--- src/rtl/core/hlnv_pkg.sv ---
// Shared types and constants for the held LFSR noise block.
// Used by the front, queue, back and top modules; depends on nothing.
package hlnv_pkg;

   localparam int SAMPLE_RATE_W = 19;
   localparam int SEED_W        = 32;
   localparam int LEN_W         = 7;
   localparam int FREQ_W        = 32;
   localparam int TAP_W         = 5;
   localparam int PERIOD_W      = 32;
   localparam int FRAC_W        = 16;
   localparam int DVD_W         = SAMPLE_RATE_W + FRAC_W;
   localparam int DIV_STEPS     = DVD_W;
   localparam int DIV_CNT_W     = $clog2(DIV_STEPS + 1);
   localparam int CSR_DATA_W    = 32;
   localparam int CSR_ADDR_W    = 3;

   localparam int MAX_BLOCK_DEF = 64;

   localparam logic [FREQ_W-1:0]        FREQ_FLOOR        = FREQ_W'(66);
   localparam logic [SAMPLE_RATE_W-1:0] SAMPLE_RATE_RESET = SAMPLE_RATE_W'(48000);
   localparam logic [SEED_W-1:0]        SEED_RESET        = '1;

   localparam logic REG_SAMPLE_RATE = 1'b0;
   localparam logic REG_SEED_WORD   = 1'b1;

   localparam logic signed [1:0] LEVEL_POS = 2'sb01;
   localparam logic signed [1:0] LEVEL_NEG = 2'sb11;

   localparam int QUEUE_DEPTH = 2;
   localparam int QPTR_W      = 1;
   localparam int QCNT_W      = 2;

   typedef struct packed {
      logic [LEN_W-1:0]    len;
      logic [PERIOD_W-1:0] period;
      logic [TAP_W-1:0]    tap;
   } queue_entry_type;

endpackage

--- src/rtl/core/hlnv_front.sv ---
// Request front end: clamps the request, computes the hold period with a
// bit-serial restoring divider and pushes the job. Depends on hlnv_pkg.
module hlnv_front
   import hlnv_pkg::*;
#(
   parameter int MAX_BLOCK = MAX_BLOCK_DEF
) (
   input  logic                     clock,
   input  logic                     reset,
   input  logic                     req_valid,
   output logic                     req_ready,
   input  logic [LEN_W-1:0]         req_block_length,
   input  logic [FREQ_W-1:0]        req_frequency,
   input  logic [TAP_W-1:0]         req_tap_position,
   input  logic [SAMPLE_RATE_W-1:0] sample_rate,
   output logic                     push_valid,
   input  logic                     push_ready,
   output queue_entry_type          push_entry
);

   typedef enum logic [1:0] {F_IDLE, F_DIV, F_PUSH} state_type;

   localparam logic [LEN_W-1:0] MAX_LEN = LEN_W'(MAX_BLOCK);

   state_type             state_ff, state_in;
   logic [LEN_W-1:0]      len_ff, len_in;
   logic [TAP_W-1:0]      tap_ff, tap_in;
   logic [FREQ_W-1:0]     div_ff, div_in;
   logic [FREQ_W-1:0]     rem_ff, rem_in;
   logic [DVD_W-1:0]      dvd_ff, dvd_in;
   logic [DIV_CNT_W-1:0]  cnt_ff, cnt_in;
   logic [FREQ_W:0]       trial;
   logic [LEN_W-1:0]      len_clamp;

   assign req_ready  = (state_ff == F_IDLE);
   assign push_valid = (state_ff == F_PUSH);
   assign trial      = {rem_ff, dvd_ff[DVD_W-1]};
   assign len_clamp  = (req_block_length > MAX_LEN) ? MAX_LEN : req_block_length;

   always_comb begin
      push_entry.len    = len_ff;
      push_entry.tap    = tap_ff;
      push_entry.period = (dvd_ff == '0) ? PERIOD_W'(1) : dvd_ff[PERIOD_W-1:0];
   end

   always_comb begin
      state_in = state_ff;
      len_in   = len_ff;
      tap_in   = tap_ff;
      div_in   = div_ff;
      rem_in   = rem_ff;
      dvd_in   = dvd_ff;
      cnt_in   = cnt_ff;
      case (state_ff)
         F_IDLE: begin
            if (req_valid) begin
               len_in = len_clamp;
               tap_in = (req_tap_position == '0) ? TAP_W'(1) : req_tap_position;
               div_in = (req_frequency < FREQ_FLOOR) ? FREQ_FLOOR : req_frequency;
               rem_in = '0;
               dvd_in = {sample_rate, FRAC_W'(0)};
               cnt_in = '0;
               if (len_clamp != '0) begin
                  state_in = F_DIV;
               end
            end
         end
         F_DIV: begin
            if (trial >= {1'b0, div_ff}) begin
               rem_in = FREQ_W'(trial - {1'b0, div_ff});
               dvd_in = {dvd_ff[DVD_W-2:0], 1'b1};
            end else begin
               rem_in = trial[FREQ_W-1:0];
               dvd_in = {dvd_ff[DVD_W-2:0], 1'b0};
            end
            cnt_in = cnt_ff + DIV_CNT_W'(1);
            if (cnt_ff == DIV_CNT_W'(DIV_STEPS - 1)) begin
               state_in = F_PUSH;
            end
         end
         F_PUSH: begin
            if (push_ready) begin
               state_in = F_IDLE;
            end
         end
         default: begin
            state_in = F_IDLE;
         end
      endcase
   end

   always_ff @(posedge clock) begin
      if (reset) begin
         state_ff <= F_IDLE;
      end else begin
         state_ff <= state_in;
      end
      len_ff <= len_in;
      tap_ff <= tap_in;
      div_ff <= div_in;
      rem_ff <= rem_in;
      dvd_ff <= dvd_in;
      cnt_ff <= cnt_in;
   end

endmodule

--- src/rtl/core/hlnv_queue.sv ---
// Two-entry job queue between front end and sample generator.
// Depends on hlnv_pkg.
module hlnv_queue
   import hlnv_pkg::*;
(
   input  logic            clock,
   input  logic            reset,
   input  logic            push_valid,
   output logic            push_ready,
   input  queue_entry_type push_entry,
   output logic            pop_valid,
   input  logic            pop_ready,
   output queue_entry_type pop_entry
);

   queue_entry_type    mem_ff [QUEUE_DEPTH];
   logic [QPTR_W-1:0]  wr_ff, wr_in;
   logic [QPTR_W-1:0]  rd_ff, rd_in;
   logic [QCNT_W-1:0]  cnt_ff, cnt_in;
   logic               do_push, do_pop;

   assign push_ready = (cnt_ff != QCNT_W'(QUEUE_DEPTH));
   assign pop_valid  = (cnt_ff != '0);
   assign pop_entry  = mem_ff[rd_ff];
   assign do_push    = push_valid && push_ready;
   assign do_pop     = pop_valid && pop_ready;

   always_comb begin
      wr_in  = do_push ? wr_ff + QPTR_W'(1) : wr_ff;
      rd_in  = do_pop ? rd_ff + QPTR_W'(1) : rd_ff;
      cnt_in = cnt_ff + QCNT_W'(do_push) - QCNT_W'(do_pop);
   end

   always_ff @(posedge clock) begin
      if (reset) begin
         wr_ff  <= '0;
         rd_ff  <= '0;
         cnt_ff <= '0;
      end else begin
         wr_ff  <= wr_in;
         rd_ff  <= rd_in;
         cnt_ff <= cnt_in;
      end
      if (do_push) begin
         mem_ff[wr_ff] <= push_entry;
      end
   end

endmodule

--- src/rtl/core/hlnv_back.sv ---
// Sample generator: hold counter, variable-tap LFSR and registered output.
// Depends on hlnv_pkg.
module hlnv_back
   import hlnv_pkg::*;
(
   input  logic                     clock,
   input  logic                     reset,
   input  logic [SEED_W-1:0]        seed_word,
   input  logic                     pop_valid,
   output logic                     pop_ready,
   input  queue_entry_type          pop_entry,
   output logic                     rsp_valid,
   input  logic                     rsp_ready,
   output logic signed [1:0]        rsp_level,
   output logic                     rsp_last_sample
);

   logic                    busy_ff, busy_in;
   queue_entry_type         job_ff, job_in;
   logic [LEN_W-1:0]        k_ff, k_in;
   logic [SEED_W-1:0]       lfsr_ff, lfsr_in;
   logic [PERIOD_W-1:0]     hold_ff, hold_in;
   logic signed [1:0]       level_ff, level_in;
   logic                    out_valid_ff, out_valid_in;
   logic signed [1:0]       out_level_ff, out_level_in;
   logic                    out_last_ff, out_last_in;
   logic                    advance, last;
   logic [SEED_W-1:0]       src, shifted;

   assign pop_ready       = !busy_ff;
   assign advance         = busy_ff && (!out_valid_ff || rsp_ready);
   assign last            = (k_ff + LEN_W'(1) == job_ff.len);
   assign rsp_valid       = out_valid_ff;
   assign rsp_level       = out_level_ff;
   assign rsp_last_sample = out_last_ff;

   always_comb begin
      src     = (lfsr_ff == '0) ? seed_word : lfsr_ff;
      shifted = src >> 1;
      shifted[job_ff.tap] = src[0] ^ src[1];
   end

   always_comb begin
      busy_in      = busy_ff;
      job_in       = job_ff;
      k_in         = k_ff;
      lfsr_in      = lfsr_ff;
      hold_in      = hold_ff;
      level_in     = level_ff;
      out_valid_in = out_valid_ff && !rsp_ready;
      out_level_in = out_level_ff;
      out_last_in  = out_last_ff;
      if (!busy_ff) begin
         if (pop_valid) begin
            busy_in = 1'b1;
            job_in  = pop_entry;
            k_in    = '0;
         end
      end else if (advance) begin
         if (hold_ff == '0) begin
            hold_in  = job_ff.period - PERIOD_W'(1);
            lfsr_in  = shifted;
            level_in = shifted[0] ? LEVEL_POS : LEVEL_NEG;
         end else begin
            hold_in = hold_ff - PERIOD_W'(1);
         end
         out_valid_in = 1'b1;
         out_level_in = (hold_ff == '0) ? (shifted[0] ? LEVEL_POS : LEVEL_NEG) : level_ff;
         out_last_in  = last;
         k_in         = k_ff + LEN_W'(1);
         if (last) begin
            busy_in = 1'b0;
         end
      end
   end

   always_ff @(posedge clock) begin
      if (reset) begin
         busy_ff      <= 1'b0;
         out_valid_ff <= 1'b0;
         lfsr_ff      <= SEED_RESET;
         hold_ff      <= '0;
         level_ff     <= '0;
      end else begin
         busy_ff      <= busy_in;
         out_valid_ff <= out_valid_in;
         lfsr_ff      <= lfsr_in;
         hold_ff      <= hold_in;
         level_ff     <= level_in;
      end
      job_ff       <= job_in;
      k_ff         <= k_in;
      out_level_ff <= out_level_in;
      out_last_ff  <= out_last_in;
   end

endmodule

--- src/rtl/core/held_lfsr_noise_variable_tap_top.sv ---
// Top level of the held LFSR noise block: register port and the three stages.
// Depends on hlnv_pkg, hlnv_front, hlnv_queue and hlnv_back.
//
// Each request yields block_length samples (saturated to MAX_BLOCK, none for
// zero), one per cycle while rsp_ready is high; the generator goes idle
// between blocks, as it pops the next job only after the last sample. The
// front end takes no new request while its bit-serial 35-step hold-period
// divider works or its job waits to be pushed; a two-entry queue lets that
// work overlap the sample output of earlier requests. Write the registers
// only while no request is in flight.
module held_lfsr_noise_variable_tap_top
   import hlnv_pkg::*;
#(
   parameter int MAX_BLOCK = MAX_BLOCK_DEF
) (
   input  logic                   clock,
   input  logic                   reset,
   input  logic                   req_valid,
   output logic                   req_ready,
   input  logic [LEN_W-1:0]       req_block_length,
   input  logic [FREQ_W-1:0]      req_frequency,
   input  logic [TAP_W-1:0]       req_tap_position,
   output logic                   rsp_valid,
   input  logic                   rsp_ready,
   output logic signed [1:0]      rsp_level,
   output logic                   rsp_last_sample,
   input  logic                   psel,
   input  logic                   penable,
   input  logic                   pwrite,
   input  logic [CSR_ADDR_W-1:0]  paddr,
   input  logic [CSR_DATA_W-1:0]  pwdata,
   output logic [CSR_DATA_W-1:0]  prdata,
   output logic                   pready
);

   logic [SAMPLE_RATE_W-1:0] sample_rate_ff;
   logic [SEED_W-1:0]        seed_word_ff;
   logic                     csr_wr;
   logic                     push_valid, push_ready, pop_valid, pop_ready;
   queue_entry_type          push_entry, pop_entry;

   assign pready = 1'b1;
   assign csr_wr = psel && penable && pwrite && pready;

   always_comb begin
      case (paddr[2])
         REG_SAMPLE_RATE: prdata = CSR_DATA_W'(sample_rate_ff);
         REG_SEED_WORD:   prdata = CSR_DATA_W'(seed_word_ff);
         default:         prdata = '0;
      endcase
   end

   always_ff @(posedge clock) begin
      if (reset) begin
         sample_rate_ff <= SAMPLE_RATE_RESET;
         seed_word_ff   <= SEED_RESET;
      end else if (csr_wr) begin
         case (paddr[2])
            REG_SAMPLE_RATE: sample_rate_ff <= pwdata[SAMPLE_RATE_W-1:0];
            REG_SEED_WORD:   seed_word_ff   <= pwdata[SEED_W-1:0];
            default: begin
            end
         endcase
      end
   end

   hlnv_front #(.MAX_BLOCK(MAX_BLOCK)) u_front (
      .clock            (clock),
      .reset            (reset),
      .req_valid        (req_valid),
      .req_ready        (req_ready),
      .req_block_length (req_block_length),
      .req_frequency    (req_frequency),
      .req_tap_position (req_tap_position),
      .sample_rate      (sample_rate_ff),
      .push_valid       (push_valid),
      .push_ready       (push_ready),
      .push_entry       (push_entry)
   );

   hlnv_queue u_queue (
      .clock      (clock),
      .reset      (reset),
      .push_valid (push_valid),
      .push_ready (push_ready),
      .push_entry (push_entry),
      .pop_valid  (pop_valid),
      .pop_ready  (pop_ready),
      .pop_entry  (pop_entry)
   );

   hlnv_back u_back (
      .clock           (clock),
      .reset           (reset),
      .seed_word       (seed_word_ff),
      .pop_valid       (pop_valid),
      .pop_ready       (pop_ready),
      .pop_entry       (pop_entry),
      .rsp_valid       (rsp_valid),
      .rsp_ready       (rsp_ready),
      .rsp_level       (rsp_level),
      .rsp_last_sample (rsp_last_sample)
   );

   a_level_legal: assert property (@(posedge clock) disable iff (reset)
      rsp_valid |-> (rsp_level == LEVEL_POS || rsp_level == LEVEL_NEG))
      else $error("sample level is neither +1 nor -1");

   a_front_exclusive: assert property (@(posedge clock) disable iff (reset)
      req_ready |-> !push_valid)
      else $error("front end takes a request while pushing a job");

   a_popped_job_nonempty: assert property (@(posedge clock) disable iff (reset)
      (pop_valid && pop_ready) |-> (pop_entry.len != '0 && pop_entry.period != '0))
      else $error("empty job or zero hold period reached the generator");

endmodule

--- config.mk ---
export PLATFORM = sky130hd
export DESIGN_NAME = held_lfsr_noise_variable_tap_top
export DESIGN_NICKNAME = d
export VERILOG_FILES = /design/src/rtl/core/hlnv_pkg.sv /design/src/rtl/core/hlnv_front.sv /design/src/rtl/core/hlnv_queue.sv /design/src/rtl/core/hlnv_back.sv /design/src/rtl/core/held_lfsr_noise_variable_tap_top.sv
export SDC_FILE = /design/constraint.sdc
export NUM_CORES = 1
export LEC_CHECK = 0
export ABC_AREA = 0
export BUFFER_PORTS_ARGS = -buffer_cell sky130_fd_sc_hd__buf_2
export CORE_UTILIZATION = 39
export DETAILED_ROUTE_END_ITERATION = 10
export SLEW_MARGIN = 20
export SYNTH_ARGS = -nofsm -noshare
export SYNTH_HDL_FRONTEND = slang
export SYNTH_SLANG_ARGS = --single-unit
--- constraint.sdc ---
create_clock -name clock -period 3.2 [get_ports clock]
set_input_delay 0.48 -clock clock [delete_from_list [all_inputs] [get_ports clock]]
set_output_delay 0.48 -clock clock [all_outputs]
set_load 0.01 [all_outputs]
After elaboration in Yosys (flattened, before gate mapping)
Memories as Yosys holds them, arrays and structs flattened. A register that Yosys moved wholly into a read port is not among the register bits.
Cells that the tools add are included.

storage, ports and cells
  memories = 1
  word-level logic and storage cells = 111
  output and inout port bits = 38
  register bits after elaboration = 252
  input bits = 86
  RAM bits = 88

memories
  memory          depth  width  rd ports  clocked after Yosys merged registers in  write ports  RTL line          source
  u_queue.mem_ff  2      44     1         1                                        1            hlnv_queue.sv:16  queue_entry_type mem_ff [QUEUE_DEPTH];

cells by class
  bitwise gates (word level) = 3
  add/sub/neg operators = 9
  order comparisons = 5
  reduce and logical (&&, ||, !) cells = 29
  equal/unequal tests = 10
  mux-type cells = 34

operator list
  operator                                                     number
  two-way mux 32 bit                                           5
  one-hot mux 32 bit (2 select lines)                          2
  one-hot mux 35 bit (2 select lines)                          1
  zero test 32 bit                                             2
  subtractor 32 x 1 -> 32 bit, second input constant           2
  zero test 35 bit                                             1
  two-way mux 35 bit                                           1
  greater-or-equal comparator 33 x 32 -> 1 bit                 1
  bitwise mux 32 bit                                           1
  less-than comparator 32 x 7 -> 1 bit, second input constant  1
  subtractor 32 bit                                            1
  two-way mux 7 bit                                            4
  AND reduction 2 bit                                          7
  two-way mux 2 bit                                            6
  one-hot mux 6 bit (2 select lines)                           1
  two-way mux 1 bit                                            10
  inequality test 2 bit, second input constant                 4
  adder 7 x 1 -> 7 bit, second input constant                  1
  equality test 7 bit                                          1
  > comparator 7 bit, second input constant                    1
  logical AND 1 bit                                            7
  nonzero test 7 bit                                           1
  adder 6 x 1 -> 6 bit, second input constant                  1
  equality test 6 bit, second input constant                   1
  other kinds (20)                                             27

Logic depth before layout (Yosys ltp)
Gate-level depths: netlist (run 1).

  word-level depth = 7
  depth in mapped cells = 16
  gate-level depth less buffers = 13

Modules after synthesis
A second synthesis (run 1) with hierarchy kept.

unflattened totals
  cell total of the unflattened synthesis = 1,812
  area total of the unflattened synthesis = 19,459.9 µm²

by module, submodules not included
  module                            seq. area each (µm²)  area each (µm²)  times used  cells an instance
  hlnv_front                        3,553.4               7,220.7          1           736
  hlnv_back                         2,982.9               6,407.4          1           657
  hlnv_queue                        2,742.6               3,420.8          1           166
  held_lfsr_noise_variable_tap_top  1,021.0               2,411.1          1           253

Worst setup path before layout (run 1)
No wires, ideal clock.

  kind = register -> register
  from = register u_queue.cnt_ff[1]
  to = register u_queue.cnt_ff[1]
  stages on the path, launching flop included = 9
  period minus slack after synthesis = 3.510 ns
  library setup time = 0.128 ns
  required time = 3.072 ns
  arrival time = 3.383 ns
  setup slack = -0.310 ns
  buffers on the path = 0
  path through = dfxtp_1 nor2_1 nor2_1 ha_1 inv_1 ha_1 xor2_1 xnor2_1 nor2_1

between the ends
  elaborated cells on any way between the ends = 6
  classes of those cells = add/sub (2); eq/ne (1); reduce/logical (3)

RTL lines
  what                       RTL line          source
  start, declared            hlnv_queue.sv:19  logic [QCNT_W-1:0] cnt_ff, cnt_in;
  start signal, assigned     hlnv_queue.sv:42  cnt_ff <= cnt_in;
  nonzero test 2 bit         hlnv_queue.sv:23  assign pop_valid = (cnt_ff != '0);
  logical AND 1 bit          hlnv_queue.sv:26  assign do_pop = pop_valid && pop_ready;
  net u_queue.do_pop         hlnv_queue.sv:20  logic do_push, do_pop;
  subtractor 2 x 1 -> 2 bit  hlnv_queue.sv:31  cnt_in = cnt_ff + QCNT_W'(do_push) - QCNT_W'(do_pop);

The timed path passes the listed nets, and every way through them passes these cells.
A chain may end at the register's enable or synchronous reset.

Worst setup path in the final report (run 1)
  from = register u_front.rem_ff[1]
  to = register u_front.rem_ff[16], data pin

between the ends
  cells in the longest elaborated chain, start to end = 3
  elaborated cells on any way between the ends = 4
  classes of those cells = add/sub (1); order compare (1); mux (2)

ends and longest elaborated chain
  what                                                                               RTL line                            source
  start, declared                                                                    hlnv_front.sv:29                    logic [FREQ_W-1:0] rem_ff, rem_in;
  start signal, assigned                                                             hlnv_front.sv:101                   rem_ff <= rem_in;
  subtractor 32 bit or greater-or-equal comparator 33 x 32 -> 1 bit (tied branches)  hlnv_front.sv:70, hlnv_front.sv:69
  two-way mux 32 bit (*)                                                             hlnv_front.sv:69                    if (trial >= {1'b0, div_ff}) begin
  one-hot mux 32 bit (2 select lines) (*)                                            hlnv_front.sv:54                    case (state_ff)

Mark *: on every way between the ends. The rest lies on a longest branch, timed or not.

==> results of run 1 <==
## placed cells by master, fill, tap and decap left out, types with 37 or more instances in the layout
| cell | instances |
|---|---|
| buf_2 | 119 |
| buf_4 | 37 |
| edfxtp_1 | 259 |
| dfxtp_1 | 124 |
| o21ai_0 | 49 |
| nand2_1 | 221 |
| nand3b_1 | 45 |
| nor2_1 | 123 |
| mux2_2 | 66 |
| inv_1 | 48 |
| clkbuf_16 | 44 |
| a211oi_1 | 44 |
| a21oi_1 | 78 |
| and2_1 | 41 |
## layout make-up
cell class                      instances  share of cell area [%]
Multi-Input combinational cell       1174                    36.6
Inverter                               48                   0.848
Sequential cell                       384                    48.4
Clock inverter                         24                   0.725
Tap cell                              607                    3.58
Timing Repair Buffer                  160                    4.51
Clock buffer                           52                    5.37
## logic make-up after synthesis
group | synth area share [%]
simple gates | 18.0
flops | 54.9
compound gates | 13.0
buf+inv | 4.21
mux | 5.20
xor+xnor | 1.97
fa+ha+maj | 2.65
other cells | 0.0200
## per-stage QoR
| stage | instance area, sq um | hold WS [ns] |
|---|---|---|
| 2_1_floorplan | 18700 | 0.421 |
| 3_3_place_gp | 19800 | 0.425 |
| 3_5_place_dp | 19800 | 0.429 |
| 4_1_cts | 21100 | 0.0808 |
| 5_1_grt | 21200 | 0.0882 |
| 6_report | 21200 | 0.114 |
## registers in the layout (all words and copies together), names as in the netlist, 6 cells and up
register and count:
u_back.lfsr_ff 32, u_back.hold_ff 32, u_front.div_ff 32, u_back.job_ff 44, u_front.cnt_ff 6, u_front.len_ff 7
u_front.rem_ff 32, sample_rate_ff 19, u_queue.mem_ff 88, u_back.k_ff 7, u_front.dvd_ff 35, seed_word_ff 32
## layer usage
metal / wire, microns / vias up / part of all wire [%]
met2: 20300 / 270 / 48
li1: - / 6560 / -
met3: 1780 / 71 / 4.2
met4: 1120 / 0 / 2.6
met5: 0 / - / 0
met1: 19300 / 6534 / 45
## repair_timing
action	4_1_cts	5_1_grt
resized for setup	0	10
setup endpoints to repair	0	18
setup buffers	0	4
## critical path: cells and delay by family, from the launching register on
kind	cells	cell delay, ns
compound gates	7	1.61
fa+ha+maj	1	0.38
flops	1	0.40
simple gates	1	0.51
## report_power, final
| group | switching [mW] | internal, mW |
|---|---|---|
| Combinational | 4.76 | 3.21 |
| Clock | 2.00 | 2.55 |
| Sequential | 0.814 | 6.37 |
## final timing paths
path | to | slack [ns] | depth (start not counted)
worst min register to register | u_queue.mem_ff[1][38] | 0.43 | 0
worst min-delay path | u_front.div_ff[8] | 0.11 | 1
worst max register to register | u_front.rem_ff[16] | 0.13 | 9
worst max-delay path | u_front.rem_ff[16] | 0.13 | 9
==> key figures, run 1 <==
Layout
  • Storage element area: 10300 sq um
  • Ant. Diodes: 0
  • Area Growth Syn to Fin: 13.5%
  • Multi-input logic area: 7760 sq um
  • Final std cells w/o fill: 2449
  • Layout filler cell count: 4351
  • Finished Core Util: 45.2%
  • # nets final: 1934
  • Layout cells sized above 1: 18.7%

STA
  • Relative slew slack: 33.7%
  • Final min period: 3.07 ns
  • Final setup vio count: 0
  • Fmax: 326 MHz
  • Worst-Margin Slew: 0.993 ns
  • Worst Slack Setup Final: 0.132 ns
  • Period utilization: 95.9%
  • Setup TNS: 0 ns
  • Final hold viol count: 0
  • Clock Skew: 0.0151 ns
  • Final count of pins violating max slew: 0

Yosys
  • Top-count cell post-synth: edfxtp_1
  • Synth Register Bits: 384
  • Synth top area share: 41.6%
  • Synth cell count leaders: 259 x edfxtp_1, 222 x nand2_1, 136 x clkbuf_1
  • Mean area per synthesized cell: 10.6 sq um
  • Mapped Area: 18700 sq um
  • Synth Instances: 1762
  • Synthesized net count: 1887
  • Register area share after synthesis: 54.9%
  • Async set-reset flop share out of synthesis: 0%
  • Synth Flop Type: edfxtp_1
  • Distinct cells, synth: 78
  • Warnings, synthesis: 0
  • EDFF count, synth: 259
  • Largest area contributor in the synthesized netlist: edfxtp_1
  • Dominant cells by area after synthesis: edfxtp_1 42%, dfxtp_1 13%, nand2_1 4.5%, mux2_2 4.0%, clkbuf_1 2.7%

Worst setup path
  • Slowest CP cell: or4b_4
  • Crit. Startpoint: u_front.rem_ff[1]
  • Arrival @ worst endpoint: 3.46 ns
  • Reg2Reg Launch Point: u_front.rem_ff[1]
  • Worst setup SP type: flop
  • Critical path peak fanout: 5
  • Worst-path cell chain: ha_1 -> o211ai_1 -> a21o_1 -> a211o_1 -> a2111oi_2 -> o31ai_2 -> a31oi_4 -> or4b_4 -> a21oi_2
  • Setup CP Type: flop to flop
  • CP required: 3.59 ns
  • Crit end category: flop
  • Delay of the slowest critical-path stage: 0.51 ns

Floorplanning
  • IO Pins: 124
  • Rows: 79
  • Starting density of the core: 39.9%
  • DIE HEIGHT: 221 microns
  • Die Area: 48900 sq um
  • Core area: 47000 sq um
  • Horiz. Die Dim: 221 microns

Clock network
  • Number of buffers created by CTS: 41
  • CTS tree: built
  • H-tree depth: 2
  • Clk slew on worst S/H paths: 0.07 ns
  • Clk sinks: 384
  • Root buffer cell: clkbuf_16
  • Post-CTS Hold Buffers: 0
  • Max Root-Sink Buffers: 3
  • Clk Latency, worst-skew pair: 0.56 ns

Routing
  • Total Wirelength: 42.5 mm
  • Post-DRT Antenna Nets: 0
  • Via count: 13400
  • DRC: 0
  • Drt via density: 5.49
  • WL/cell: 17.4 microns
  • 1st-iter DRT viols: 699
  • Drt first pass iters: 5

Global route
  • Global Route met2 Usage: 28.2%
  • Met3 track utilization from global routing: 2.52%
  • First-pass GRT wire length: 68.3 mm
  • Global route overflow: 0
  • Initial antenna violation count: 0
  • Vias in the first global route: 12900
  • GR peak layer: met2
  • Pin count of the biggest net entering global routing: 74
  • Met1 Track Usage GR: 23.0%
  • Total track usage: 17.2%

Pwr
  • LEAKAGE: 7.91 nW
  • Total power: 19.7 mW
  • Peak supply drop: 0.674 mV
  • Power Dens Cells: 928 nW/um^2

Worst hold path
  • HP Class: input pin to flop
  • HP Start: req_frequency[8]

Placed design
  • # placed instances: 2368
  • Dpl ws: 0.100 ns
  • Post-DP HPWL: 28.8 mm
  • Gpl congestion: 0.847
  • Port Buf Inserts: 120

Run
  • Max-cap check violation count: 0

Status
  • Outcome: finished clean
No activity file was read; power rests on OpenSTA's default activity.
==> run 2: changes to the inputs <==
--- a/config.mk
+++ b/config.mk
@@ -7,8 +7,11 @@
 export LEC_CHECK = 0
 export ABC_AREA = 0
 export BUFFER_PORTS_ARGS = -buffer_cell sky130_fd_sc_hd__buf_2
-export CORE_UTILIZATION = 39
+export CELL_PAD_IN_SITES_DETAIL_PLACEMENT = 0
+export CELL_PAD_IN_SITES_GLOBAL_PLACEMENT = 1
+export CORE_UTILIZATION = 44
 export DETAILED_ROUTE_END_ITERATION = 10
+export PLACE_DENSITY_LB_ADDON = 0.1
 export SLEW_MARGIN = 20
 export SYNTH_ARGS = -nofsm -noshare
 export SYNTH_HDL_FRONTEND = slang
==> run 2 against run 1 <==
Net effect: flip-flop and latch count stayed put; global-route usage is 3.4 points higher; wire length is 4.2% higher; clock power is 11% higher; via count is 0.83% lower; sequential share of layout area is 0.38 points lower; critical path depth is 1 higher; hold slack worse by 0.0045 ns; setup slack better by 0.097 ns; die area is 11% lower; clock-buffer cell count is 3 higher; first-iteration DRC count is 15% higher; critical path type unchanged.
==> key figures, run 2 (same netlist as run 1, synthesis figures left out) <==
Status
  • Outcome: finished clean

Pwr
  • Total power: 20.5 mW (+4.2%)
  • LEAKAGE: 8.06 nW (+1.9%)
  • Peak supply drop: 0.713 mV (+5.8%)
  • Power Dens Cells: 959 nW/um^2 (+3.4%)

Routing
  • Via count: 13300 (-0.83%)
  • DRC: 0 (unchanged)
  • Drt via density: 5.56 (+1.3%)
  • Post-DRT Antenna Nets: 0 (unchanged)
  • WL/cell: 18.5 microns (+6.5%)
  • Drt first pass iters: 5 (unchanged)
  • Total Wirelength: 44.3 mm (+4.2%)
  • 1st-iter DRT viols: 807 (+15%)

STA
  • Worst Slack Setup Final: 0.229 ns (+0.0969 ns)
  • RSZ-0062 raised after global routing: false
  • Final count of pins violating max slew: 0 (unchanged)
  • Final min period: 2.97 ns (-0.0969 ns)
  • Period utilization: 92.9% (-3.0 points)
  • Worst-Margin Slew: 0.909 ns (-0.0835 ns)
  • Final setup vio count: 0 (unchanged)
  • Worst hold slack: 0.110 ns (-0.00453 ns)
  • Clock Skew: 0.0267 ns (+0.0117 ns)
  • Final hold viol count: 0 (unchanged)
  • Setup TNS: 0 ns (unchanged)
  • Relative slew slack: 38.8% (+5.1 points)
  • Fmax: 337 MHz (+3.3%)

Placed design
  • # placed instances: 2312 (-2.4%)
  • Port Buf Inserts: 120 (unchanged)
  • Dpl ws: 0.0417 ns (-0.0583 ns)
  • Post-DP HPWL: 29.6 mm (+2.7%)
  • Gpl congestion: 0.821 (-3.1%)

Layout
  • Ant. Diodes: 0 (unchanged)
  • Area Growth Syn to Fin: 14.4%
  • Most frequent cells in the layout: 259 x edfxtp_1, 220 x nand2_1, 123 x nor2_1
  • Final std cells w/o fill: 2397 (-2.1%)
  • Commonest non-fill, non-tap cell in the layout: edfxtp_1
  • # nets final: 1948 (+0.72%)
  • Biggest regs: u_queue.mem_ff (88), u_back.job_ff (44), u_front.dvd_ff (35)
  • Layout filler cell count: 3782 (-13%)
  • Max FFs per register: 88 (unchanged)
  • Most flops, register: u_queue.mem_ff
  • Layout cells sized above 1: 19.4% (+0.70 points)

Global route
  • First-pass GRT wire length: 71.2 mm (+4.2%)
  • Vias in the first global route: 13200 (+2.7%)
  • Global route overflow: 0 (unchanged)
  • Initial antenna violation count: 0 (unchanged)
  • Total track usage: 20.6% (+3.4 points)
  • Pin count of the biggest net entering global routing: 97 (+31%)

Worst hold path
  • HP Class: input pin to flop

Worst setup path
  • Critical path peak fanout: 5 (unchanged)
  • CP required: 3.59 ns (about the same)
  • Setup CP Type: flop to flop
  • Arrival @ worst endpoint: 3.36 ns (-0.10 ns)
  • Worst setup SP type: flop
  • Crit end category: flop

Clock network
  • Root buffer cell: clkbuf_16
  • H-tree depth: 2 (unchanged)
  • Clk sinks: 384 (unchanged)
  • Clk slew on worst S/H paths: 0.06 ns (about the same)
  • Number of buffers created by CTS: 43 (+4.9%)
  • Post-CTS Hold Buffers: 0 (unchanged)
  • CTS tree: built
  • Clk Latency, worst-skew pair: 0.58 ns (+0.02 ns)
  • Max Root-Sink Buffers: 3 (unchanged)

Floorplanning
  • Core area: 41900 sq um (-11%)
  • Die Area: 43400 sq um (-11%)
  • Starting density of the core: 44.6% (+4.8 points)
  • Horiz. Die Dim: 208 microns (-5.8%)
  • IO Pins: 124 (unchanged)
  • DIE HEIGHT: 208 microns (-5.8%)
  • Rows: 75 (-5.1%)

Run
  • Max-cap check violation count: 0 (unchanged)
==> run 2: cell types whose count changed in the layout (fill, tap and decap cells not counted), sizes merged <==
cell	change
inv	+1
buf	+13
clkbuf	+2
clkinv	+1
bufinv	+5
clkinvlp	-6
==> run 2: per-stage QoR <==
step	utilization (%)	cell area, sq um
after CTS	50.7	21300
after global placement	47.3	19800
after detailed placement	47.3	19800
final	51.0	21400
after global routing	51.0	21400
after floorplan	-	18700
==> run 2: critical path, stage by stage, from the launching register on <==
cell	delay, ns
edfxtp_1	0.44
ha_4	0.32
o211ai_1	0.09
a21o_1	0.20
a211o_1	0.32
a2111oi_2	0.35
o31ai_2	0.13
a31oi_4	0.20
buf_4	0.14
or4b_1	0.45
a21oi_1	0.15
==> run 2: what timing repair did <==
| action | 4_1_cts | 5_1_grt |
|---|---|---|
| setup endpoints to repair | 0 | 40 |
| buffers inserted | 0 | 4 |
| gates resized for setup | 0 | 23 |
==> run 2: worst paths after layout <==
kind | startpoint | end | slack [ns] | cells past startpoint
worst max-delay path | u_front.rem_ff[1] | u_front.rem_ff[16] | 0.23 | 10
worst min-delay path | req_frequency[7] | u_front.div_ff[7] | 0.11 | 1
worst max register to register | u_front.rem_ff[1] | u_front.rem_ff[16] | 0.23 | 10
worst min register to register | u_front.len_ff[6] | u_queue.mem_ff[1][43] | 0.44 | 0
==> run 2: final cells by class <==
cell class	instances	area, sq um	area share (%)
repair buffers	172	1050	4.91
inverters	48	180	0.841
well taps	539	674	3.15
clock buffers	55	1170	5.45
flip-flops and latches	384	10300	48.0
multi-input cells	1174	7780	36.3
clock inverters	25	278	1.30
==> run 2: routing by layer <==
| metal | vias up | global-route usage, % | wire length [microns] |
|---|---|---|---|
| met3 | 73 | 2.87 | 1430 |
| met5 | - | 0 | 0 |
| met2 | 227 | 34.3 | 21300 |
| met1 | 6437 | 27.5 | 20400 |
| met4 | 0 | 7.13 | 1150 |
| li1 | 6586 | - | - |
==> run 2: power breakdown <==
group / switching [mW] / internal (mW) / leakage (nW)
clock: 2.06 / 3.00 / 0.712
sequential: 0.856 / 6.38 / 3.49
combinational: 4.88 / 3.36 / 3.85
total: 7.80 / 12.7 / 8.06
==> run 3: changes to the inputs <==
--- a/config.mk
+++ b/config.mk
@@ -7,9 +7,10 @@
 export LEC_CHECK = 0
 export ABC_AREA = 0
 export BUFFER_PORTS_ARGS = -buffer_cell sky130_fd_sc_hd__buf_2
+export CAP_MARGIN = 20
 export CELL_PAD_IN_SITES_DETAIL_PLACEMENT = 0
 export CELL_PAD_IN_SITES_GLOBAL_PLACEMENT = 1
-export CORE_UTILIZATION = 44
+export CORE_UTILIZATION = 30
 export DETAILED_ROUTE_END_ITERATION = 10
 export PLACE_DENSITY_LB_ADDON = 0.1
 export SLEW_MARGIN = 20
==> run 3 against run 2 <==
Net effect: register-to-register slack worse by 0.099 ns; global-route usage down 4.8 points; critical endpoint unchanged; core utilization down 15 points; setup slack worse by 0.099 ns; largest power group unchanged.
==> key figures, run 3 (same netlist as run 1, synthesis figures left out) <==
Layout
  • Biggest regs: u_queue.mem_ff (88), u_back.job_ff (44), u_front.dvd_ff (35)
  • Multi-input logic area: 7800 sq um (+0.26%)
  • Area Growth Syn to Fin: 17.9%
  • Most frequent cells in the layout: 259 x edfxtp_1, 221 x nand2_1, 123 x nor2_1
  • # nets final: 1970 (+1.1%)
  • Final instance area: 22100 sq um (+3.1%)
  • Commonest non-fill, non-tap cell in the layout: edfxtp_1
  • Final std cells w/o fill: 2718 (+13%)
  • Layout filler cell count: 6244 (+65%)
  • Layout cells sized above 1: 20.2% (+0.78 points)
  • Storage element area: 10300 sq um (about the same)
  • Max FFs per register: 88 (unchanged)
  • Most flops, register: u_queue.mem_ff

Routing
  • Drt first pass iters: 5 (unchanged)
  • Metal2 WL: 23.8 mm (+12%)
  • Met3 WL post-DR: 1.51 mm (+5.2%)
  • Total Wirelength: 49.9 mm (+13%)
  • WL/cell: 18.3 microns (-0.77%)
  • DRC: 0 (unchanged)
  • Via count: 13400 (+0.53%)
  • Top sig layer: met5
  • Post-DRT Antenna Nets: 0 (unchanged)
  • Met1 WL: 23.2 mm (+13%)
  • 1st-iter DRT viols: 665 (-18%)
  • Drt via density: 4.93 (-11%)

Worst setup path
  • End of the worst register-to-register path: u_front.rem_ff[16]
  • R2R setup slack: 0.13 ns (-0.10 ns)
  • CP required: 3.60 ns (about the same)
  • Setup CP Type: flop to flop
  • Worst setup SP type: flop
  • Reg2Reg Launch Point: u_front.rem_ff[3]
  • Critical Path End: u_front.rem_ff[16]
  • Arrival @ worst endpoint: 3.47 ns (+0.11 ns)
  • Crit. Startpoint: u_front.rem_ff[3]
  • Crit end category: flop
  • Critical path peak fanout: 6 (+1)
  • FF-to-FF path depth: 10 (unchanged)

Clock network
  • Root buffer cell: clkbuf_16
  • H-tree depth: 2 (unchanged)
  • Post-CTS Hold Buffers: 0 (unchanged)
  • Clk sinks: 384 (unchanged)
  • Clk Latency, worst-skew pair: 0.58 ns (about the same)
  • Max Root-Sink Buffers: 3 (unchanged)
  • Clk slew on worst S/H paths: 0.06 ns (about the same)
  • CTS tree: built
  • Number of buffers created by CTS: 46 (+7.0%)

STA
  • Setup TNS: 0 ns (unchanged)
  • RSZ-0062 raised after global routing: false
  • Final hold viol count: 0 (unchanged)
  • Period utilization: 95.9% (+3.1 points)
  • Relative slew slack: 39.1% (+0.32 points)
  • Worst-Margin Slew: 0.912 ns (+0.00287 ns)
  • Fmax: 326 MHz (-3.2%)
  • Final min period: 3.07 ns (+0.0988 ns)
  • Final count of pins violating max slew: 0 (unchanged)
  • Final setup vio count: 0 (unchanged)
  • Clock Skew: 0.0239 ns (-0.00281 ns)

Pwr
  • Clock Power Share: 25.0% (+0.3 points)
  • Power Dens Cells: 963 nW/um^2 (+0.37%)
  • Pint: 13.2 mW (+3.6%)
  • Peak supply drop: 0.467 mV (-35%)
  • LEAKAGE: 8.20 nW (+1.9%)
  • Switching share of total power: 37.9% (-0.10 points)
  • Comb pwr share: 41.0% (+0.9 points)
  • Switch Pwr: 8.05 mW (+3.2%)
  • Sequential cell fraction of total power: 34.0% (-1.2 points)

Placed design
  • Dpl cell area: 20400 sq um (+3.0%)
  • Post-DP HPWL: 34.6 mm (+17%)
  • Port Buf Inserts: 120 (unchanged)
  • # placed instances: 2633 (+14%)
  • Gpl congestion: 0.784 (-4.5%)

Floorplanning
  • Rows: 91 (+21%)
  • Starting density of the core: 30.3% (-14 points)
  • Horiz. Die Dim: 252 microns (+21%)
  • DIE HEIGHT: 252 microns (+21%)
  • Core area: 61700 sq um (+47%)
  • Die Area: 63400 sq um (+46%)
  • IO Pins: 124 (unchanged)

Global route
  • Global route overflow: 0 (unchanged)
  • Vias in the first global route: 13400 (+1.4%)
  • Pin count of the biggest net entering global routing: 63 (-35%)
  • Total track usage: 15.8% (-4.8 points)
  • Initial antenna violation count: 4 (+4)
  • First-pass GRT wire length: 77.9 mm (+9.3%)

Worst hold path
  • HP Class: input pin to flop

Run
  • Max-cap check violation count: 0 (unchanged)

Status
  • Outcome: finished clean
run 3: cell count changes in the layout (fill, tap and decap cells not counted), sizes merged:
cell,delta
buf,+19
clkinv,+4
inv,-3
bufinv,+1
clkbuf,+1
diode,+1
run 3: repair_timing:
item | in CTS | in global routing
endpoints found under the hold margin | 0 | 0
resized for setup | 2 | 19
cloned | 0 | 0
buffers inserted | 0 | 1
endpoints found under the setup margin | 2 | 35
pin swaps | 0 | 2
run 3: power by group through the flow:
stage,combinational [mW],sequential (mW),clock (mW)
6_report,8.72,7.23,5.30
2_1_floorplan,6.17,6.94,0
3_5_place_dp,8.56,7.32,0
4_1_cts,8.61,7.23,5.51
3_3_place_gp,8.51,7.32,0
5_1_grt,9.75,7.36,5.67
run 3: how the worst min path moves through the flow:
| stage | start | endpoint | slack [ns] | depth (start not counted) |
|---|---|---|---|---|
| global route | req_frequency[28] | u_front.div_ff[28] | 0.07 | 1 |
| finish | req_frequency[9] | u_front.div_ff[9] | 0.10 | 1 |
| CTS | req_frequency[15] | u_front.div_ff[15] | 0.05 | 1 |
| global placement | u_front.tap_ff[3] | u_queue.mem_ff[0][3] | 0.42 | 0 |
| floorplan | u_front.tap_ff[0] | u_queue.mem_ff[0][0] | 0.42 | 0 |
| detailed placement | u_front.len_ff[2] | u_queue.mem_ff[0][39] | 0.43 | 0 |
run 3: critical path, stage by stage (launching register included):
cell and delay [ns]:
edfxtp_1 0.43, ha_4 0.33, o211ai_1 0.09, a21o_1 0.20, a211o_4 0.37, a2111oi_4 0.32, o31ai_2 0.13, a31oi_4 0.29
buf_12 0.15, or4b_1 0.45, a21oi_1 0.15
run 3: metrics by stage:
| stage | power (mW) | setup WS, ns | utilization (%) | hold slack (ns) |
|---|---|---|---|---|
| 6_report | 21.3 | 0.130 | 35.8 | 0.105 |
| 3_3_place_gp | 15.8 | 0.0515 | 33.1 | 0.425 |
| 4_1_cts | 21.4 | 0.0463 | 35.6 | 0.0513 |
| 2_1_floorplan | 13.1 | 0.00797 | - | 0.421 |
| 3_5_place_dp | 15.9 | 0.000725 | 33.1 | 0.435 |
| 5_1_grt | 22.8 | 0.00612 | 35.8 | 0.0703 |
run 3: final cells by class:
type	instances	area share [%]
flip-flops and latches	384	46.6
multi-input cells	1174	35.3
repair buffers	191	5.65
clock buffers	56	5.53
well taps	837	4.75
clock inverters	27	1.32
inverters	48	0.816
diodes	1	0.0113
run 3: per-layer routing:
metal | up-vias | global-route usage, %
met2 | 199 | 26.1
met4 | 2 | 5.77
met1 | 6484 | 20.8
met3 | 89 | 2.33
li1 | 6620 | -
met5 | - | 0
